===== src/hw/rtl/esp_pkg.sv =====
// ----------------------------------------------------------------------------
// esp_pkg
// shared codes, limits and types of the new-environ payload parser
// ----------------------------------------------------------------------------
package esp_pkg;

  // command byte codes
  localparam logic [7:0] CMD_IS   = 8'd0;
  localparam logic [7:0] CMD_INFO = 8'd2;

  // marker byte codes
  localparam logic [7:0] MK_VAR     = 8'd0;
  localparam logic [7:0] MK_VALUE   = 8'd1;
  localparam logic [7:0] MK_ESC     = 8'd2;
  localparam logic [7:0] MK_USERVAR = 8'd3;

  // parse phases
  localparam logic [1:0] PH_CMD   = 2'd0;
  localparam logic [1:0] PH_MARK  = 2'd1;
  localparam logic [1:0] PH_NAME  = 2'd2;
  localparam logic [1:0] PH_VALUE = 2'd3;

  // event codes
  localparam logic [2:0] EV_NONE      = 3'd0;
  localparam logic [2:0] EV_CMD       = 3'd1;
  localparam logic [2:0] EV_ENTRY     = 3'd2;
  localparam logic [2:0] EV_NAME_BYTE = 3'd3;
  localparam logic [2:0] EV_VAL_START = 3'd4;
  localparam logic [2:0] EV_VAL_BYTE  = 3'd5;

  // status codes
  localparam logic [2:0] ST_OK         = 3'd0;
  localparam logic [2:0] ST_BAD_CMD    = 3'd1;
  localparam logic [2:0] ST_BAD_MARKER = 3'd2;
  localparam logic [2:0] ST_TOO_MANY   = 3'd3;
  localparam logic [2:0] ST_EMPTY_NAME = 3'd4;
  localparam logic [2:0] ST_NAME_LONG  = 3'd5;
  localparam logic [2:0] ST_VALUE_LONG = 3'd6;
  localparam logic [2:0] ST_BAD_VALUE  = 3'd7;

  // configuration register map
  localparam int unsigned CFG_IDX_W  = 2;
  localparam int unsigned CFG_DATA_W = 13;
  localparam logic [CFG_IDX_W-1:0] REG_NAME_LIMIT  = 2'd0;
  localparam logic [CFG_IDX_W-1:0] REG_VALUE_LIMIT = 2'd1;
  localparam logic [CFG_IDX_W-1:0] REG_ENTRY_LIMIT = 2'd2;

  localparam logic [8:0]  NAME_LIMIT_RST  = 9'd256;
  localparam logic [12:0] VALUE_LIMIT_RST = 13'd4096;
  localparam logic [6:0]  ENTRY_LIMIT_RST = 7'd64;

  typedef struct packed {
    logic [8:0]  name_limit;
    logic [12:0] value_limit;
    logic [6:0]  entry_limit;
  } esp_lim_t;

  typedef struct packed {
    logic [1:0]  phase;
    logic        esc;
    logic [8:0]  name_len;
    logic [12:0] value_len;
    logic [6:0]  entry_cnt;
    logic        kind;
    logic        info;
    logic [2:0]  err;
  } esp_state_t;

  localparam esp_state_t STATE_RST = '{
    phase:     PH_CMD,
    esc:       1'b0,
    name_len:  9'd0,
    value_len: 13'd0,
    entry_cnt: 7'd0,
    kind:      1'b0,
    info:      1'b0,
    err:       ST_OK
  };

  typedef struct packed {
    logic [2:0] event_res;
    logic [7:0] data;
    logic       kind;
    logic [5:0] number;
    logic       info;
    logic       done;
    logic [2:0] status;
  } esp_res_t;

endpackage


===== src/hw/rtl/esp_cfg.sv =====
// ----------------------------------------------------------------------------
// esp_cfg
// limit registers written through the plain configuration port
// ----------------------------------------------------------------------------
module esp_cfg (
  input  logic                               clk,
  input  logic                               rst_n,
  input  logic                               cfg_we,
  input  logic [esp_pkg::CFG_IDX_W-1:0]      cfg_index,
  input  logic [esp_pkg::CFG_DATA_W-1:0]     cfg_data,
  output esp_pkg::esp_lim_t                  lim
);

  esp_pkg::esp_lim_t lim_r, lim_nxt;

  always_comb begin
    lim_nxt = lim_r;
    if (cfg_we) begin
      case (cfg_index)
        esp_pkg::REG_NAME_LIMIT:  lim_nxt.name_limit  = cfg_data[8:0];
        esp_pkg::REG_VALUE_LIMIT: lim_nxt.value_limit = cfg_data[12:0];
        esp_pkg::REG_ENTRY_LIMIT: lim_nxt.entry_limit = cfg_data[6:0];
        default: ;
      endcase
    end
  end

  always_ff @(posedge clk) begin
    if (!rst_n) begin
      lim_r.name_limit  <= esp_pkg::NAME_LIMIT_RST;
      lim_r.value_limit <= esp_pkg::VALUE_LIMIT_RST;
      lim_r.entry_limit <= esp_pkg::ENTRY_LIMIT_RST;
    end else begin
      lim_r <= lim_nxt;
    end
  end

  assign lim = lim_r;

endmodule


===== src/hw/rtl/esp_step.sv =====
// ----------------------------------------------------------------------------
// esp_step
// one-byte parse step: next parser state and the result for that byte
// ----------------------------------------------------------------------------
module esp_step (
  input  esp_pkg::esp_state_t st,
  input  esp_pkg::esp_lim_t   lim,
  input  logic [7:0]          data_byte,
  input  logic                last_byte,
  output esp_pkg::esp_state_t st_nxt,
  output esp_pkg::esp_res_t   res
);

  esp_pkg::esp_state_t s;
  logic [2:0]          ev;
  logic [7:0]          ob;
  logic                do_entry;
  logic                do_lit;

  always_comb begin
    s        = st;
    ev       = esp_pkg::EV_NONE;
    ob       = 8'd0;
    do_entry = 1'b0;
    do_lit   = 1'b0;

    if (st.err == esp_pkg::ST_OK) begin
      if (st.phase == esp_pkg::PH_CMD) begin
        if (data_byte inside {esp_pkg::CMD_IS, esp_pkg::CMD_INFO}) begin
          s.info  = (data_byte == esp_pkg::CMD_INFO);
          s.phase = esp_pkg::PH_MARK;
          ev      = esp_pkg::EV_CMD;
        end else begin
          s.err = esp_pkg::ST_BAD_CMD;
        end
      end else if (st.esc) begin
        s.esc  = 1'b0;
        do_lit = 1'b1;
      end else if (st.phase == esp_pkg::PH_MARK) begin
        do_entry = 1'b1;
      end else if (st.phase == esp_pkg::PH_NAME) begin
        if (data_byte inside {esp_pkg::MK_VAR, esp_pkg::MK_USERVAR, esp_pkg::MK_VALUE}) begin
          if (st.name_len == 9'd0) begin
            s.err = esp_pkg::ST_EMPTY_NAME;
          end else if (data_byte == esp_pkg::MK_VALUE) begin
            s.phase     = esp_pkg::PH_VALUE;
            s.value_len = 13'd0;
            ev          = esp_pkg::EV_VAL_START;
          end else begin
            do_entry = 1'b1;
          end
        end else if (data_byte == esp_pkg::MK_ESC) begin
          s.esc = 1'b1;
        end else begin
          do_lit = 1'b1;
        end
      end else begin
        if (data_byte inside {esp_pkg::MK_VAR, esp_pkg::MK_USERVAR}) begin
          do_entry = 1'b1;
        end else if (data_byte == esp_pkg::MK_VALUE) begin
          s.err = esp_pkg::ST_BAD_VALUE;
        end else if (data_byte == esp_pkg::MK_ESC) begin
          s.esc = 1'b1;
        end else begin
          do_lit = 1'b1;
        end
      end

      // new entry marker
      if (do_entry) begin
        if (!(data_byte inside {esp_pkg::MK_VAR, esp_pkg::MK_USERVAR})) begin
          s.err = esp_pkg::ST_BAD_MARKER;
        end else if (st.entry_cnt >= lim.entry_limit) begin
          s.err = esp_pkg::ST_TOO_MANY;
        end else begin
          s.entry_cnt = st.entry_cnt + 7'd1;
          s.kind      = (data_byte == esp_pkg::MK_USERVAR);
          s.name_len  = 9'd0;
          s.value_len = 13'd0;
          s.phase     = esp_pkg::PH_NAME;
          ev          = esp_pkg::EV_ENTRY;
        end
      end

      // literal name or value byte
      if (do_lit) begin
        if (st.phase == esp_pkg::PH_NAME) begin
          if (st.name_len >= lim.name_limit) begin
            s.err = esp_pkg::ST_NAME_LONG;
          end else begin
            s.name_len = st.name_len + 9'd1;
            ev         = esp_pkg::EV_NAME_BYTE;
            ob         = data_byte;
          end
        end else begin
          if (st.value_len >= lim.value_limit) begin
            s.err = esp_pkg::ST_VALUE_LONG;
          end else begin
            s.value_len = st.value_len + 13'd1;
            ev          = esp_pkg::EV_VAL_BYTE;
            ob          = data_byte;
          end
        end
      end

      // checks at the end of the payload
      if (last_byte && s.err == esp_pkg::ST_OK) begin
        if (s.esc) begin
          s.err = esp_pkg::ST_BAD_VALUE;
        end else if (s.phase == esp_pkg::PH_NAME && s.name_len == 9'd0) begin
          s.err = esp_pkg::ST_EMPTY_NAME;
        end
      end
    end
  end

  always_comb begin
    res.event_res = ev;
    res.data      = ob;
    res.kind      = s.kind;
    res.number    = (s.entry_cnt == 7'd0) ? 6'd0 : 6'(s.entry_cnt - 7'd1);
    res.info      = s.info;
    res.done      = last_byte;
    res.status    = s.err;
  end

  assign st_nxt = last_byte ? esp_pkg::STATE_RST : s;

endmodule


===== src/hw/rtl/environ_subneg_parser.sv =====
// ----------------------------------------------------------------------------
// environ_subneg_parser
// result path: an accepted byte passes the input register, the parse step and
//   the result register before out_valid rises for it
// throughput: one byte per cycle while out_stall is low, set by the
//   combinational parse step between the input register and result register
// reset: synchronous active-low rst_n empties both stages, returns the parse
//   state to "expect command byte" and loads the limits 256 / 4096 / 64
// ----------------------------------------------------------------------------
// Parser for telnet NEW-ENVIRON subnegotiation payloads. Each input item is
// one payload byte; each gives exactly one result item describing what the
// byte meant (command, entry start, name byte, value start, value byte or
// nothing) plus the current entry context and the latched status.
module environ_subneg_parser (
  input  logic                           clk,
  input  logic                           rst_n,
  // configuration port
  input  logic                           cfg_we,
  input  logic [esp_pkg::CFG_IDX_W-1:0]  cfg_index,
  input  logic [esp_pkg::CFG_DATA_W-1:0] cfg_data,
  // input channel
  input  logic                           in_valid,
  output logic                           in_stall,
  input  logic [7:0]                     in_data_byte,
  input  logic                           in_last_byte,
  // result channel
  output logic                           out_valid,
  input  logic                           out_stall,
  output logic [2:0]                     out_event_res,
  output logic [7:0]                     out_out_byte,
  output logic                           out_entry_kind,
  output logic [5:0]                     out_entry_number,
  output logic                           out_is_info,
  output logic                           out_done_res,
  output logic [2:0]                     out_status
);

  esp_pkg::esp_lim_t   lim;

  // input stage
  logic       s1_v_r, s1_v_nxt;
  logic [7:0] s1_byte_r;
  logic       s1_last_r;

  // parse state, only moves when an item passes to the result register
  esp_pkg::esp_state_t st_r, st_nxt, step_st;
  esp_pkg::esp_res_t   step_res;

  // result stage
  logic              out_v_r, out_v_nxt;
  esp_pkg::esp_res_t out_res_r;

  logic in_take;   // item enters the input register
  logic out_open;  // result register can load this cycle
  logic adv;       // item moves from input register to result register

  esp_cfg u_cfg (
    .clk       (clk),
    .rst_n     (rst_n),
    .cfg_we    (cfg_we),
    .cfg_index (cfg_index),
    .cfg_data  (cfg_data),
    .lim       (lim)
  );

  esp_step u_step (
    .st        (st_r),
    .lim       (lim),
    .data_byte (s1_byte_r),
    .last_byte (s1_last_r),
    .st_nxt    (step_st),
    .res       (step_res)
  );

  // result register frees up when empty or being taken this cycle
  assign out_open = !out_v_r || !out_stall;
  assign adv      = s1_v_r && out_open;
  // input register holds its item only while the result side is blocked
  assign in_stall = s1_v_r && !out_open;
  assign in_take  = in_valid && !in_stall;

  always_comb begin
    if (in_take) begin
      s1_v_nxt = 1'b1;
    end else if (adv) begin
      s1_v_nxt = 1'b0;
    end else begin
      s1_v_nxt = s1_v_r;
    end

    if (adv) begin
      out_v_nxt = 1'b1;
    end else if (out_open) begin
      out_v_nxt = 1'b0;
    end else begin
      out_v_nxt = out_v_r;
    end

    st_nxt = adv ? step_st : st_r;
  end

  // control state
  always_ff @(posedge clk) begin
    if (!rst_n) begin
      s1_v_r  <= 1'b0;
      out_v_r <= 1'b0;
      st_r    <= esp_pkg::STATE_RST;
    end else begin
      s1_v_r  <= s1_v_nxt;
      out_v_r <= out_v_nxt;
      st_r    <= st_nxt;
    end
  end

  // payload registers
  always_ff @(posedge clk) begin
    if (in_take) begin
      s1_byte_r <= in_data_byte;
      s1_last_r <= in_last_byte;
    end
    if (adv) begin
      out_res_r <= step_res;
    end
  end

  assign out_valid        = out_v_r;
  assign out_event_res    = out_res_r.event_res;
  assign out_out_byte     = out_res_r.data;
  assign out_entry_kind   = out_res_r.kind;
  assign out_entry_number = out_res_r.number;
  assign out_is_info      = out_res_r.info;
  assign out_done_res     = out_res_r.done;
  assign out_status       = out_res_r.status;

endmodule


===== config.mk =====
export PLATFORM = sky130hd
export DESIGN_NAME = environ_subneg_parser
export DESIGN_NICKNAME = d
export VERILOG_FILES = /design/src/hw/rtl/esp_pkg.sv /design/src/hw/rtl/esp_cfg.sv /design/src/hw/rtl/esp_step.sv /design/src/hw/rtl/environ_subneg_parser.sv
export SDC_FILE = /design/constraint.sdc
export NUM_CORES = 1
export LEC_CHECK = 0
export ABC_AREA = 1
export BUFFER_PORTS_ARGS = -buffer_cell sky130_fd_sc_hd__buf_2
export CORE_MARGIN = 3
export CORE_UTILIZATION = 60
export CTS_BUF_LIST = sky130_fd_sc_hd__clkbuf_4 sky130_fd_sc_hd__clkbuf_8
export DETAILED_ROUTE_END_ITERATION = 10
export MAX_ROUTING_LAYER = met4
export PLACE_DENSITY = 0.8
export SLEW_MARGIN = 20
export SYNTH_ARGS = -nofsm -noshare
export SYNTH_HDL_FRONTEND = slang
export SYNTH_SLANG_ARGS = --single-unit

===== constraint.sdc =====
create_clock -name clk -period 5.3 [get_ports clk]
set_input_delay 1.06 -clock clk [delete_from_list [all_inputs] [get_ports clk]]
set_output_delay 1.06 -clock clk [all_outputs]
set_load 0.02 [all_outputs]

==> results.json <==
{
  "groute.usage.overall_pct": 25.1,
  "clock_sinks": 100,
  "rsz0062_at_grt": "no",
  "grt_pass1_wl_um": 22100,
  "postCtsHoldBufs": 0,
  "die-width_um": 104,
  "drv_cap": 0,
  "crit_type": "flop to flop",
  "syn_avg_cell_area_sq_um": 7.62,
  "yosys_warnings": 0,
  "drt-total-wl_um": 13200,
  "fin_crit_sh_pct": 57.4,
  "p_per_area_nw_per_um2": 226,
  "grt_max_degree": 37,
  "gp_congestion": 0.936,
  "ys_types": 50,
  "dpl.hpwl_um": 10100,
  "place_area_sq_um": 6170,
  "power_mw": 1.44,
  "ys_seq_area_share_pct": 39.9,
  "setup.worst_path.end_class": "flop",
  "fin_worst_skew_ns": 0.0103,
  "synth.net_count": 826,
  "cp.required_ns": 5.58,
  "clk_pin_slew_ns": 0.09,
  "ys_seq_elements": 100,
  "num_rows": 35,
  "hold_class": "flop to flop",
  "syn_inst": 763,
  "ir_drop_uv": 204,
  "drc": 0,
  "async_flop_share_pct": 0,
  "placed_cells": 927,
  "synth_edf_count": 32,
  "vias": 5184,
  "antenna_left": 0,
  "finalHoldViolCount": 0,
  "wl_per_cell_um": 14.0,
  "cts_tree": "built",
  "pre_cts_slack_ns": 1.95,
  "initial_core_util_pct": 62.3,
  "num_io_pins": 54,
  "fmax_mhz": 329,
  "antenna_found_initial": 0,
  "nets": 872,
  "post_cts_buffers": 0,
  "layout_commonest_cell": "nand2_1",
  "utilization_pct": 68.3,
  "layout_common_cells": "169 x nand2_1, 86 x inv_1, 83 x a21oi_1",
  "numCtsBuffers": 9,
  "syn2layout_area_growth_pct": 9.51,
  "drt_iter0_drc": 319,
  "fin_ws_ns": 2.26,
  "crit_fanout": 15,
  "worst_pin_slew_ns": 0.977,
  "grt_overflow": 0,
  "cts_resized": 0,
  "die_h_um": 104,
  "finalNonFillerCells": 943,
  "setup_viol": 0,
  "synth_area_sq_um": 5820,
  "grt_pass1_vias": 4862,
  "period_minus_slack_ns": 3.04,
  "timing.hold.ws_ns": 0.468,
  "drive_above_1_share_pct": 16.7,
  "cts-htree-levels": 3,
  "antenna_cells": 0,
  "worst_ep_arrival_time_ns": 3.32,
  "p_leak_nw": 2.78,
  "status": "complete, no violations",
  "port_buffers": 53,
  "design_area_sq_um": 6370,
  "cts_buffer_depth": 2,
  "insertion_delay_ns": 0.37,
  "dr.pass1.iters": 6,
  "viasPerCell": 5.50,
  "core_area_sq_um": 9330,
  "drv_slew": 0,
  "cp-start-kind": "flop",
  "slew_headroom_pct": 34.5,
  "setup_tns_ns": 0,
  "die_area_sq_um": 10900,
  "synth-main-ff-cell": "dfxtp_1",
  "root_buffer": "clkbuf_8"
}
-- layer usage --
metal | routed length, um | GRT usage (%)
met5 | 0 | -
met1 | 5600 | 30.0
met2 | 6570 | 42.2
met3 | 642 | 4.84
met4 | 380 | 9.31
-- power breakdown --
group / leakage [nW] / total (mW) / switching [mW] / internal [mW]
Sequential: 0.862 / 0.822 / 0.00924 / 0.812
Clock: 0.109 / 0.495 / 0.263 / 0.232
Combinational: 1.81 / 0.124 / 0.0854 / 0.0388
Total: 2.78 / 1.44 / 0.358 / 1.08
-- path summary, 6_finish.rpt --
check | start | end | slack (ns) | cells past startpoint
worst max-delay path | st_r[22]$_SDFFE_PN0P_ | st_r[18]$_SDFFE_PN0P_ | 2.26 | 14
worst min-delay path | u_cfg.lim[4]$_SDFFE_PN0P_ | u_cfg.lim[4]$_SDFFE_PN0P_ | 0.47 | 2
worst max register to register | st_r[22]$_SDFFE_PN0P_ | st_r[18]$_SDFFE_PN0P_ | 2.26 | 14
worst min register to register | u_cfg.lim[4]$_SDFFE_PN0P_ | u_cfg.lim[4]$_SDFFE_PN0P_ | 0.47 | 2
-- synthesized netlist by cell type, types with 6 or more instances --
cell      count  area share [%]
nand2_1     169              11
inv_1        85             5.5
a21oi_1      83             7.1
dfxtp_1      68              23
nor2_1       43             2.8
o21ai_0      42             3.6
nand3_1      38             3.3
ha_1         34             7.3
edfxtp_1     32              17
nand4_1      19             2.0
inv_2        17             1.1
clkbuf_1     15            0.97
nor3_1       13             1.1
nor2_2       11             1.2
xor2_1       11             1.7
nand2_2       9            0.97
o21ai_1       6            0.52
o22ai_1       6            0.65
-- area by class of cell --
cell class / count / area (sq um)
multi-input combinational: 537 / 3000
clock inverter: 6 / 63.8
timing repair buffer: 55 / 280
tap: 129 / 161
fill: 792 / 2960
clock buffer: 10 / 138
inverter: 106 / 402
sequential: 100 / 2320
-- worst max-delay path, cell delays in order, from the launching register on --
cell and delay [ns]:
dfxtp_1 0.39, ha_1 0.34, inv_1 0.05, nor3_1 0.24, nor3b_1 0.23, o21ai_0 0.12, nand3_1 0.14, nor2_1 0.08
nand2_1 0.45, nand2_1 0.37, inv_2 0.21, nand2_1 0.06, o31ai_1 0.06, nand2_1 0.09, a21oi_1 0.12
-- flip-flops by register name, indices dropped and copies added, names as in the netlist --
name	flops
out_done_res	1
out_entry_kind	1
out_entry_number	6
out_event_res	3
out_is_info	1
out_out_byte	8
out_status	3
out_valid	1
s1_byte_r	8
s1_last_r	1
s1_v_r	1
st_r	37
u_cfg.lim	29
-- logic make-up (layout without fill, tap and decap cells) --
| kind of cell | after synthesis | in the layout | share of synthesized area [%] |
|---|---|---|---|
| simple gates | 329 | 329 | 26.7 |
| xor+xnor | 14 | 14 | 2.24 |
| flops | 100 | 100 | 39.9 |
| fa+ha+maj | 34 | 34 | 7.32 |
| compound gates | 160 | 160 | 15.4 |
| buf+inv | 126 | 177 | 8.50 |
Note: power is estimated with default switching activity, not from simulation.
